--- src/ljpf_pkg.sv ---
// Shared types and constants of the Lennard-Jones pair force accumulator.
package ljpf_pkg;

  // Input item: one particle pair and the end-of-row flag
  typedef struct packed {
    logic [15:0] pos_i_x;
    logic [15:0] pos_i_y;
    logic [15:0] pos_i_z;
    logic [15:0] pos_j_x;
    logic [15:0] pos_j_y;
    logic [15:0] pos_j_z;
    logic        last_of_row;
  } in_item_t;

  // Result item: row force on particle i and row potential
  typedef struct packed {
    logic signed [31:0] force_x;
    logic signed [31:0] force_y;
    logic signed [31:0] force_z;
    logic signed [47:0] row_potential;
  } out_item_t;

  // Classified pair handed from front to back
  typedef struct packed {
    logic [15:0] ad_x;
    logic [15:0] ad_y;
    logic [15:0] ad_z;
    logic        neg_x;
    logic        neg_y;
    logic        neg_z;
    logic [33:0] r2;
    logic        hit;
    logic        last;
  } pair_t;

  // Configuration registers
  typedef struct packed {
    logic [23:0] well_depth;
    logic [19:0] size_param;
    logic [15:0] cutoff_radius;
  } cfg_t;

  localparam int unsigned CFG_IDX_W  = 2;
  localparam int unsigned CFG_DATA_W = 24;

  localparam logic [CFG_IDX_W-1:0] CFG_WELL_DEPTH    = 2'd0;
  localparam logic [CFG_IDX_W-1:0] CFG_SIZE_PARAM    = 2'd1;
  localparam logic [CFG_IDX_W-1:0] CFG_CUTOFF_RADIUS = 2'd2;

  localparam logic [23:0] WELL_DEPTH_RST    = 24'd65536;
  localparam logic [19:0] SIZE_PARAM_RST    = 20'd65536;
  localparam logic [15:0] CUTOFF_RADIUS_RST = 16'd10240;

  // Magnitude ceiling of every intermediate product and quotient
  localparam logic [63:0] MAG_CAP = 64'h3FFF_FFFF_FFFF_FFFF;

endpackage

--- src/ljpf_front.sv ---
// Front end: accepts pairs, forms the axis distances and r2, classifies by cutoff.
module ljpf_front (
  input  logic              in_valid_i,
  output logic              in_stall_o,
  input  ljpf_pkg::in_item_t in_item_i,
  input  logic [15:0]       cutoff_i,
  input  logic              full_i,
  output logic              push_o,
  output ljpf_pkg::pair_t   pair_o
);

  logic [16:0] diff_x, diff_y, diff_z;
  logic [16:0] mag_x, mag_y, mag_z;
  logic [31:0] sq_x, sq_y, sq_z;
  logic [33:0] r2;
  logic [31:0] rc2;

  // Take an item whenever the queue has room
  assign in_stall_o = full_i;
  assign push_o     = in_valid_i && !full_i;

  // Per-axis difference, sign and magnitude
  assign diff_x = {1'b0, in_item_i.pos_i_x} - {1'b0, in_item_i.pos_j_x};
  assign diff_y = {1'b0, in_item_i.pos_i_y} - {1'b0, in_item_i.pos_j_y};
  assign diff_z = {1'b0, in_item_i.pos_i_z} - {1'b0, in_item_i.pos_j_z};
  assign mag_x  = diff_x[16] ? (17'd0 - diff_x) : diff_x;
  assign mag_y  = diff_y[16] ? (17'd0 - diff_y) : diff_y;
  assign mag_z  = diff_z[16] ? (17'd0 - diff_z) : diff_z;

  // Squared distance and squared cutoff
  assign sq_x = 32'(mag_x[15:0]) * 32'(mag_x[15:0]);
  assign sq_y = 32'(mag_y[15:0]) * 32'(mag_y[15:0]);
  assign sq_z = 32'(mag_z[15:0]) * 32'(mag_z[15:0]);
  assign r2   = 34'(sq_x) + 34'(sq_y) + 34'(sq_z);
  assign rc2  = 32'(cutoff_i) * 32'(cutoff_i);

  // Pack the classified pair
  always_comb begin
    pair_o.ad_x  = mag_x[15:0];
    pair_o.ad_y  = mag_y[15:0];
    pair_o.ad_z  = mag_z[15:0];
    pair_o.neg_x = diff_x[16];
    pair_o.neg_y = diff_y[16];
    pair_o.neg_z = diff_z[16];
    pair_o.r2    = r2;
    pair_o.hit   = (r2 != 34'd0) && (r2 < 34'(rc2));
    pair_o.last  = in_item_i.last_of_row;
  end

endmodule

--- config.mk ---
export PLATFORM = sky130hd
export DESIGN_NAME = ljpf_front
export DESIGN_NICKNAME = d
export VERILOG_FILES = /design/src/ljpf_pkg.sv /design/src/ljpf_front.sv
export SDC_FILE = /design/constraint.sdc
export NUM_CORES = 2
export LEC_CHECK = 0
export ABC_AREA = 0
export ABC_CLOCK_PERIOD_IN_PS = 20700
export BUFFER_PORTS_ARGS = -buffer_cell sky130_fd_sc_hd__clkbuf_2
export CAP_MARGIN = 30
export CORE_AREA = 4 4 336 173
export DETAILED_ROUTE_END_ITERATION = 12
export DIE_AREA = 0 0 340 177
export GPL_ROUTABILITY_DRIVEN = 0
export GPL_TIMING_DRIVEN = 0
export PLACE_DENSITY = 0.78
export SYNTH_ARGS = -nofsm -noshare
export SYNTH_HDL_FRONTEND = slang
export SYNTH_SLANG_ARGS = --single-unit
--- constraint.sdc ---
create_clock -name vclk -period 20.7
set_clock_uncertainty 0.15 [all_clocks]
set_input_delay 4.14 -clock vclk [all_inputs]
set_output_delay 4.14 -clock vclk [all_outputs]
set_load 0.005 [all_outputs]
==> results.cfg <==
[cells_and_area]
n_clock_buffer = 0
nets = 5309
synthToLayoutAreaGrowth_pct = 10.4
fin_area_mm2 = 0.0363
drive_above_1_share_pct = 11.5
regArea_um2 = 0
seq_cells = 0
num_antenna_cells = 0
fillCellCount = 4416

[synthesis]
yosys_warnings = 0
netlist_area_mm2 = 0.0328
yosysMostFrequentCell = inv_1
yosysTopAreaCellShare_pct = 47.8
ys_seq_area_share_pct = 0
synth_area_per_cell_um2 = 8.83
yosysUniqueCellTypes = 84
ys_top_cells_by_area = fa_1, ha_1, inv_1, nor2_1, nand2_1
synth_fp_nets = 5051
ys_top_cells_by_count = inv_1, fa_1, ha_1
synth_cells = 3718
synth.largest_area_cell = fa_1

[die]
io_pins = 204
core_mm2 = 0.0550
dieArea_mm2 = 0.0602
die_w_um = 340
num_rows = 61
initial_utilization_pct = 59.7
fp.dieH_um = 177

[timing]
relSlewSlack_pct = 37.0
holdWs_ns = 8.30
drv_slew = 0
tightest_slew_ns = 0.937
setup_viol = 0
max_freq_mhz = 49.1
fin_crit_sh_pct = 98.3
finalHoldViolCount = 0
period_needed_ns = 20.35

[placement]
dpl_cell_area_mm2 = 0.0349
numPortBuffers = 202
dp_hpwl_um = 76800

[critical_path]
cp_max_fo = 6
slowest_stage = or4_1
cp-start-kind = input pin
worstPathRequired_ns = 16.41
slowest_delay_ns = 0.60
cp_common_cell = fa_1
end_kind = output pin
arrival_ns = 16.06
crit_type = in2out

[routing]
vias = 25000
drtIter0Drc = 1908
routed_via_density = 5.30
drcViolationCount = 0
drtPass1Iterations = 7
ant_nets = 0
post_drt_wl_per_cell_um = 17.9
wirelength_um = 84900

[global_routing]
grt_pass1_vias = 26000
grt_overflow = 0
grt_max_degree = 15
antenna_found_initial = 0
grt_first_pass_wirelength_um = 137000
track_usage_pct = 28.8

[hold_path]
hp-class = in2out

[outcome]
outcome = completed

[flow_run]
max_cap_viol_count = 0
[worst max-delay path, delay by kind of cell]
family	cells	cell delay, ns
xor+xnor	2	0.59
simple gates	8	2.77
buf+inv	11	1.12
fa+ha+maj	12	5.01
compound gates	10	2.45
[per-stage QoR]
stage	instances	util (%)	TNS (ns)	setup WS [ns]
2_1_floorplan	3718	-	0	1.16
3_3_place_gp	4676	63.2	-4.28	-2.01
3_5_place_dp	4688	63.5	-2.02	-1.54
4_1_cts	4700	64.3	0	0.00334
5_1_grt	4730	65.9	-0.0995	-0.0995
6_report	4730	65.9	0	0.347
[metal layers]
| metal | part of all wire (%) | wire (um) | global-route usage (%) | up-vias |
|---|---|---|---|---|
| li1 | - | - | - | 11500 |
| met1 | 43 | 36600 | 43.2 | 12300 |
| met2 | 41 | 34400 | 40.4 | 1138 |
| met3 | 15 | 12500 | 12.2 | 91 |
| met4 | 0.99 | 842 | 2.02 | 6 |
| met5 | 0.54 | 459 | 2.96 | - |
[placed cells by master (no fill, tap or decap), types with 7 or more instances in the layout]
cell type	count
nand2_1	251
inv_4	9
xor2_2	14
clkinvlp_4	9
o21ai_0	43
inv_2	16
nand3_1	23
clkbuf_1	26
o211ai_1	8
xnor2_2	14
a21oi_2	7
ha_1	426
o21a_1	17
fa_1	781
nor2b_1	23
or3_1	10
buf_4	59
buf_6	11
xor2_1	42
xnor2_4	11
nor2_1	317
a21o_1	57
xnor2_1	65
o21ai_1	14
nand4_1	9
clkbuf_2	207
and3_1	8
nor2_2	16
and2_1	48
a21oi_1	85
inv_1	1126
o21bai_1	10
nand2b_1	20
nor3_1	30
[timing repair]
| item | in CTS | in global routing |
|---|---|---|
| pin swaps | 5 | 18 |
| buffers inserted | 14 | 32 |
| setup endpoints to repair | 3 | 1 |
| gates resized for setup | 71 | 161 |
| hold buffers | 0 | 0 |
[cell families after synthesis]
family / synth area share (%)
xor+xnor: 4.14
other cells: 0.0114
fa+ha+maj: 64.3
mux: 0.0991
simple gates: 10.7
compound gates: 6.59
buf+inv: 14.1
[final cells by class]
class	instances	area, um2	area share [%]
buffer	56	343	0.946
inverter	1164	4440	12.2
multi-input combinational	2493	29000	80.1
tap	756	946	2.61
timing repair buffer	261	1500	4.13
[path summary, 6_finish.rpt]
check	cells after the start	slack (ns)	to	from
max	43	0.35	pair_o[1]	in_item_i[49]
min	2	8.30	pair_o[0]	in_item_i[0]
Power is not shown: default switching activity piles up to over one toggle a cycle in this logic, so the estimate is an artifact.
