--- src/ljpf_pkg.sv ---
// Shared types and constants of the Lennard-Jones pair force accumulator.
package ljpf_pkg;

  // Input item: one particle pair and the end-of-row flag
  typedef struct packed {
    logic [15:0] pos_i_x;
    logic [15:0] pos_i_y;
    logic [15:0] pos_i_z;
    logic [15:0] pos_j_x;
    logic [15:0] pos_j_y;
    logic [15:0] pos_j_z;
    logic        last_of_row;
  } in_item_t;

  // Result item: row force on particle i and row potential
  typedef struct packed {
    logic signed [31:0] force_x;
    logic signed [31:0] force_y;
    logic signed [31:0] force_z;
    logic signed [47:0] row_potential;
  } out_item_t;

  // Classified pair handed from front to back
  typedef struct packed {
    logic [15:0] ad_x;
    logic [15:0] ad_y;
    logic [15:0] ad_z;
    logic        neg_x;
    logic        neg_y;
    logic        neg_z;
    logic [33:0] r2;
    logic        hit;
    logic        last;
  } pair_t;

  // Configuration registers
  typedef struct packed {
    logic [23:0] well_depth;
    logic [19:0] size_param;
    logic [15:0] cutoff_radius;
  } cfg_t;

  localparam int unsigned CFG_IDX_W  = 2;
  localparam int unsigned CFG_DATA_W = 24;

  localparam logic [CFG_IDX_W-1:0] CFG_WELL_DEPTH    = 2'd0;
  localparam logic [CFG_IDX_W-1:0] CFG_SIZE_PARAM    = 2'd1;
  localparam logic [CFG_IDX_W-1:0] CFG_CUTOFF_RADIUS = 2'd2;

  localparam logic [23:0] WELL_DEPTH_RST    = 24'd65536;
  localparam logic [19:0] SIZE_PARAM_RST    = 20'd65536;
  localparam logic [15:0] CUTOFF_RADIUS_RST = 16'd10240;

  // Magnitude ceiling of every intermediate product and quotient
  localparam logic [63:0] MAG_CAP = 64'h3FFF_FFFF_FFFF_FFFF;

endpackage

--- src/ljpf_queue.sv ---
// Two-entry queue of classified pairs between front and back.
module ljpf_queue (
  input  logic            clk_i,
  input  logic            rst_ni,
  input  logic            push_i,
  input  ljpf_pkg::pair_t data_i,
  output logic            full_o,
  input  logic            pop_i,
  output ljpf_pkg::pair_t data_o,
  output logic            empty_o
);

  ljpf_pkg::pair_t mem_q [2];
  logic       wr_q, rd_q;
  logic [1:0] cnt_q;

  assign full_o  = (cnt_q == 2'd2);
  assign empty_o = (cnt_q == 2'd0);
  assign data_o  = mem_q[rd_q];

  // Store pushed pairs
  always_ff @(posedge clk_i) begin
    if (push_i) begin
      mem_q[wr_q] <= data_i;
    end
  end

  // Advance pointers and fill count
  always_ff @(posedge clk_i or negedge rst_ni) begin
    if (!rst_ni) begin
      wr_q  <= 1'b0;
      rd_q  <= 1'b0;
      cnt_q <= 2'd0;
    end else begin
      if (push_i) begin
        wr_q <= ~wr_q;
      end
      if (pop_i) begin
        rd_q <= ~rd_q;
      end
      if (push_i && !pop_i) begin
        cnt_q <= cnt_q + 2'd1;
      end else if (pop_i && !push_i) begin
        cnt_q <= cnt_q - 2'd1;
      end
    end
  end

endmodule

--- config.mk ---
export PLATFORM = sky130hd
export DESIGN_NAME = ljpf_queue
export DESIGN_NICKNAME = d
export VERILOG_FILES = /design/src/ljpf_pkg.sv /design/src/ljpf_queue.sv
export SDC_FILE = /design/constraint.sdc
export NUM_CORES = 1
export LEC_CHECK = 0
export BUFFER_PORTS_ARGS = -buffer_cell sky130_fd_sc_hd__buf_2
export CAP_MARGIN = 20
export CORE_AREA = 2 2 121 123
export DETAILED_ROUTE_END_ITERATION = 6
export DIE_AREA = 0 0 123 125
export PLACE_DENSITY = 0.75
export SLEW_MARGIN = 20
export SYNTH_ARGS = -nofsm -noshare
export SYNTH_HDL_FRONTEND = slang
export SYNTH_SLANG_ARGS = --single-unit
--- constraint.sdc ---
create_clock -name clk_i -period 4.5 [get_ports clk_i]
set_input_delay 0.45 -clock clk_i [delete_from_list [all_inputs] [get_ports clk_i]]
set_output_delay 0.45 -clock clk_i [all_outputs]
set_load 0.01 [all_outputs]
==> results of run 1 <==
## worst max path at each step
stage / startpoint / end / slack (ns)
floorplan: push_i / mem_q[0][0] / 1.34
global placement: rd_q / data_o[47] / 2.03
detailed placement: rd_q / data_o[40] / 1.97
CTS: rd_q / data_o[10] / 1.54
global route: rd_q / data_o[40] / 1.44
finish: rd_q / data_o[10] / 1.62
## worst reg2reg max path, cell delays in order (launching register included)
cell	delay (ns)
sky130_fd_sc_hd__dfrtp_1	0.42
sky130_fd_sc_hd__and2_4	0.63
sky130_fd_sc_hd__buf_4	0.60
## layout make-up
cell class	instances	area [um2]
clock buffers	23	478.0
inverters	1	3.754
multi-input cells	98	1147
clock inverters	9	130.1
repair buffers	184	968.4
flip-flops and latches	178	5329
well taps	184	230.2
fillers	1091	5917
## layer usage
layer  GRT usage (%)  up-vias  part of all wire [%]
li1                -     1521                     -
met1           16.79     1623                    39
met2           24.93      124                    53
met3           5.155       16                   7.2
met4           6.751        0                   1.4
met5               0        -                     0
## power by group
part           internal (W)  switching (W)
combinational      0.000704       0.000633
clock              0.000917       0.000564
sequential          0.00220       0.000198
## flip-flops by register name, summed over array words and instances (netlist names)
signal	cells
wr_q	1
cnt_q	2
mem_q	174
rd_q	1
## kinds of logic after synthesis
logic type,count (synthesis)
DFF,178
muxes,87
buffers and inverters,11
xor gates and xnor gates,5
and+or+nand+nor,5
adders and majority gates,1
## synthesized netlist by cell type
library cell               count
sky130_fd_sc_hd__and2_1        1
sky130_fd_sc_hd__buf_2         6
sky130_fd_sc_hd__buf_6         4
sky130_fd_sc_hd__dfrtp_1       4
sky130_fd_sc_hd__edfxtp_1    174
sky130_fd_sc_hd__ha_1          1
sky130_fd_sc_hd__inv_1         1
sky130_fd_sc_hd__mux2_2       67
sky130_fd_sc_hd__mux2_4       20
sky130_fd_sc_hd__nor2_1        2
sky130_fd_sc_hd__nor2b_1       2
sky130_fd_sc_hd__xnor2_1       1
sky130_fd_sc_hd__xor2_1        4
## per-stage QoR
stage	cell area, um2	utilization [%]
floorplan	6544	-
global placement	7641	53.80
detailed placement	7669	53.99
CTS	8287	58.34
global route	8287	58.34
finish	8287	58.34
## repair_timing
| item | CTS | global route |
|---|---|---|
| hold buffers | 1 | 0 |
| hold endpoints to repair | 4 | 0 |
| resized for setup | 0 | 0 |
==> results.sh, run 1 <==
export IMPL_cpLargestDelayFamily="flip-flops"
export IMPL_max_vdd_ir_drop_mv=0.3925
export IMPL_peak_per_stage_delay_on_the_critical_path_ns=1.00
export IMPL_drt_iter0_drc=159
export IMPL_synth_fa_ha_area_share_pct=0.1913
export IMPL_worst_endpoint_required_ns=4.05
export IMPL_hold_path_class="input pin to register"
export IMPL_synth_top_family_by_area="multiplexers"
export IMPL_clock_fmax_mhz=347.8
export IMPL_count_of_vias_placed_by_the_detailed_router=3284
export IMPL_routed_wire_length_per_instance_um=16.41
export IMPL_critical_path_startpoint_type="register"
export IMPL_grt_util_all_layers_pct=14.78
export IMPL_floorplan_io_pins=180
export IMPL_chain_of_cells_forming_the_critical_path="buf_4, mux2_2, buf_2"
export IMPL_ys_top_cells_by_area="sky130_fd_sc_hd__edfxtp_1 80%, sky130_fd_sc_hd__mux2_2 12%, sky130_fd_sc_hd__mux2_4 4.6%"
export IMPL_worst_r2r_endpoint="mem_q[1][21]"
export IMPL_cts_made_buffers=17
export IMPL_setup_repair_after_global_routing_missed_its_margin="false"
export IMPL_hold_path_endpoint="mem_q[0][23]"
export IMPL_placementRows=44
export IMPL_post_synthesis_area_per_instance_um2=22.79
export IMPL_preCtsSetupSlack_ns=1.974
export IMPL_synth_seq_area_share_pct=81.41
export IMPL_finalWirelength_um=11110
export IMPL_cp_data_arrival_time_ns=2.43
export IMPL_ys_warn_count=0
export IMPL_cts_root_cell="sky130_fd_sc_hd__clkbuf_16"
export IMPL_drc=0
export IMPL_r2r_cells=2
export IMPL_grt_first_pass_wirelength_um=16900
export IMPL_floorplan_initialDensity_pct=46.05
export IMPL_worst_slack_ns=1.624
export IMPL_clock_period_minus_final_worst_setup_slack_ns=2.876
export IMPL_finalSetupViolCount=0
export IMPL_first_global_vias=3449
export IMPL_pin_count_of_the_biggest_net_entering_global_routing=63
export IMPL_fin_total_pwr_w=0.005217
export IMPL_slew_hr_pct=37.90
export IMPL_clock_latency_of_the_later_clocked_register_in_the_worst_skew_pair_ns=0.41
export IMPL_cts_buffer_depth=2
export IMPL_timing_hold_worst_path_depth=1
export IMPL_synth_cell_type_count=13
export IMPL_dp_cells=644
export IMPL_vias_per_cell=4.851
export IMPL_cellLeakagePower_nw=3.195
export IMPL_slowest_stage="sky130_fd_sc_hd__dfrtp_4"
export IMPL_crit_type="register to output port"
export IMPL_post_synth_net_total=379
export IMPL_post_cts_repair_setup_buffers=0
export IMPL_placeableCoreArea_um2=14200
export IMPL_place_congestion=0.7148
export IMPL_buffer_ports_inserted=179
export IMPL_power_density_nw_per_um2=629.6
export IMPL_hold_start="data_i[23]"
export IMPL_layout_area_overhead_vs_synth_pct=26.68
export IMPL_synthCells=287
export IMPL_timing_critical_path_fanout_max=62
export IMPL_timing_clock_skew_ns=0.005931
export IMPL_layout_cells_most_common_list="179 x sky130_fd_sc_hd__buf_2, 174 x sky130_fd_sc_hd__edfxtp_1, 67 x sky130_fd_sc_hd__mux2_2"
export IMPL_synth_compound_gate_area_share_pct=0
export IMPL_synth_seq_cells=178
export IMPL_cap_violations=0
export IMPL_synth_cell_area_um2=6541
export IMPL_drt_pass1_iter_count=4
export IMPL_fin_hold_ws_ns=0.2206
export IMPL_layout_cells_most_common="sky130_fd_sc_hd__buf_2"
export IMPL_nets=572
export IMPL_r2r_start="wr_q"
export IMPL_clkTransAtPathRegs_ns=0.06
export IMPL_final_hold_viol_count=0
export IMPL_clock_sinks=178
export IMPL_timing_worst_slew_pin_value_ns=0.9315
export IMPL_finalNonFillerCells=677
export IMPL_synth_simple_gate_area_share_pct=0.4017
export IMPL_timing_critical_path_buf_inv=2
export IMPL_setup_total_negative_slack_ns=0
export IMPL_antenna_cells_inserted=0
export IMPL_tritoncts="yes"
export IMPL_timing_critical_path_depth=3
export IMPL_post_route_cells_drive_above_1_share_pct=61.26
export IMPL_fp_dieArea_um2=15380
export IMPL_dp_hpwl_um=7366
export IMPL_report_final_slew_viol_count=0
export IMPL_post_synth_xor_area_fraction_pct=0.6695
export IMPL_flop2flop_setup_slack_ns=2.46
export IMPL_htree_num_levels=4
export IMPL_grt_overflow_total=0
export IMPL_die_h_um=125
export IMPL_synth_largest_area_cell="sky130_fd_sc_hd__edfxtp_1"
export IMPL_outcome="finished, final reports clean"
export IMPL_die_width_um=123
export IMPL_area_share_of_the_largest_cell_type_after_synthesis_pct=79.88
export IMPL_fin_crit_sh_pct=63.90
export IMPL_critical_path_endpoint_type="output port"
export IMPL_yosys_mux_area_fraction_pct=16.12
export IMPL_antenna_violations_before_repair=0
export IMPL_antenna_violating_nets_left=0
Note: power is estimated with default switching activity, not from simulation.
==> run 2, diff against run 1 <==
clock period = 2.5 ns   (was 4.5 ns; I/O delays follow)
==> results.sh, run 2 (same netlist as run 1, synthesis figures left out) <==
export IMPL_outcome="finished, final reports clean"
export IMPL_setup_repair_after_global_routing_missed_its_margin="false"
export IMPL_vias_per_cell=4.822
export IMPL_clock_fmax_mhz=470.7
export IMPL_layout_cells_most_common_list="179 x sky130_fd_sc_hd__buf_2, 174 x sky130_fd_sc_hd__edfxtp_1, 67 x sky130_fd_sc_hd__mux2_2"
export IMPL_crit_type="register to output port"
export IMPL_place_congestion=0.7264
export IMPL_placementRows=44
export IMPL_nets=590
export IMPL_buffer_ports_inserted=179
export IMPL_placeableCoreArea_um2=14200
export IMPL_startpoint="rd_q"
export IMPL_post_cts_repair_setup_buffers=0
export IMPL_dp_cells=646
export IMPL_antenna_violating_nets_left=0
export IMPL_cts_root_cell="sky130_fd_sc_hd__clkbuf_16"
export IMPL_setup_total_negative_slack_ns=0
export IMPL_floorplan_io_pins=180
export IMPL_antenna_cells_inserted=0
export IMPL_flop2flop_setup_slack_ns=0.88
export IMPL_tritoncts="yes"
export IMPL_drc=0
export IMPL_drt_pass1_iter_count=6
export IMPL_cts_hold_fix_buffers=2
export IMPL_worst_slack_ns=0.3754
export IMPL_finalNonFillerCells=691
export IMPL_grt_util_all_layers_pct=14.67
export IMPL_antenna_violations_before_repair=1
export IMPL_clkTransAtPathRegs_ns=0.06
export IMPL_floorplan_initialDensity_pct=46.05
export IMPL_top_register="mem_q"
export IMPL_hold_path_endpoint="mem_q[0][45]"
export IMPL_die_h_um=125
export IMPL_die_width_um=123
export IMPL_max_vdd_ir_drop_mv=0.7186
export IMPL_reg_top3="mem_q (174), cnt_q (2)"
export IMPL_power_density_nw_per_um2=1112
export IMPL_hold_start="data_i[45]"
export IMPL_final_hold_viol_count=0
export IMPL_cts_buffer_depth=2
export IMPL_timing_hold_worst_path_depth=1
export IMPL_clock_sinks=178
export IMPL_count_of_vias_placed_by_the_detailed_router=3332
export IMPL_layout_area_overhead_vs_synth_pct=28.54
export IMPL_clock_period_minus_final_worst_setup_slack_ns=2.125
export IMPL_dp_hpwl_um=7113
export IMPL_routed_wire_length_per_instance_um=16.13
export IMPL_finalSetupViolCount=0
export IMPL_finalWirelength_um=11150
export IMPL_drt_iter0_drc=151
export IMPL_fin_total_pwr_w=0.009348
export IMPL_cts_made_buffers=17
export IMPL_grt_overflow_total=0
export IMPL_cellLeakagePower_nw=3.250
export IMPL_hold_path_class="input pin to register"
export IMPL_worst_endpoint_required_ns=2.25
export IMPL_preCtsSetupSlack_ns=0.8292
export IMPL_timing_clock_skew_ns=0.005013
export IMPL_critical_path_startpoint_type="register"
export IMPL_layout_cells_most_common="sky130_fd_sc_hd__buf_2"
export IMPL_worst_r2r_endpoint="mem_q[1][81]"
export IMPL_cp_data_arrival_time_ns=1.87
export IMPL_timing_critical_path_fanout_max=88
export IMPL_fin_crit_sh_pct=84.99
export IMPL_first_global_vias=3460
export IMPL_largest_register_ffs=174
export IMPL_cap_violations=0
export IMPL_pin_count_of_the_biggest_net_entering_global_routing=89
export IMPL_cts_resized=0
export IMPL_post_route_cells_drive_above_1_share_pct=58.78
export IMPL_timing_worst_slew_pin_value_ns=0.7130
export IMPL_clock_latency_of_the_later_clocked_register_in_the_worst_skew_pair_ns=0.41
export IMPL_r2r_cells=2
export IMPL_htree_num_levels=4
export IMPL_report_final_slew_viol_count=0
export IMPL_grt_first_pass_wirelength_um=16530
export IMPL_slew_hr_pct=52.47
export IMPL_r2r_start="wr_q"
export IMPL_fp_dieArea_um2=15380
export IMPL_critical_path_endpoint_type="output port"
[run 2: worst max-delay path: stages, from the launching register on]
cell	delay, ns
sky130_fd_sc_hd__dfrtp_4	0.41
sky130_fd_sc_hd__buf_12	0.37
sky130_fd_sc_hd__mux2_2	0.41
sky130_fd_sc_hd__buf_2	0.14
[run 2: layer usage]
layer  vias up  wire, um  share of wire [%]  global-route usage, %
met5         -        12               0.11                      0
met4         2       156                1.4                  5.414
met3        15       958                8.6                  7.071
met2       134      5709                 51                  25.06
met1      1619      4308                 39                  15.62
li1       1562         -                  -                      -
[run 2: layout make-up]
type	count	area, um2
Timing Repair Buffer	202	1124
Clock inverter	9	141.4
Inverter	1	3.754
Tap cell	184	230.2
Sequential cell	178	5329
Multi-Input combinational cell	98	1147
Clock buffer	19	432.9
Fill cell	1061	5796
[run 2: how the worst max path moves through the flow]
stage	slack, ns	cells after the start	endpoint
after global placement	0.84	3	data_o[14]
after CTS	0.37	3	data_o[14]
after global routing	0.31	3	data_o[14]
final	0.38	3	data_o[19]
after floorplan	0.36	1	mem_q[0][0]
after detailed placement	0.83	3	data_o[14]
[run 2: stage by stage]
step | area [um2] | util (%) | hold WS (ns)
floorplan | 6550 | - | -0.04559
global placement | 7664 | 53.96 | 0.05811
detailed placement | 7664 | 53.96 | 0.06958
CTS | 8258 | 58.14 | 0.0005116
global route | 8408 | 59.20 | 0.0001837
finish | 8408 | 59.20 | 0.02451
[run 2: report_power, final]
group | switching (W) | internal, W
Sequential | 0.000143 | 0.00397
Combinational | 0.00137 | 0.00128
Clock | 0.000956 | 0.00163
Total | 0.00247 | 0.00688
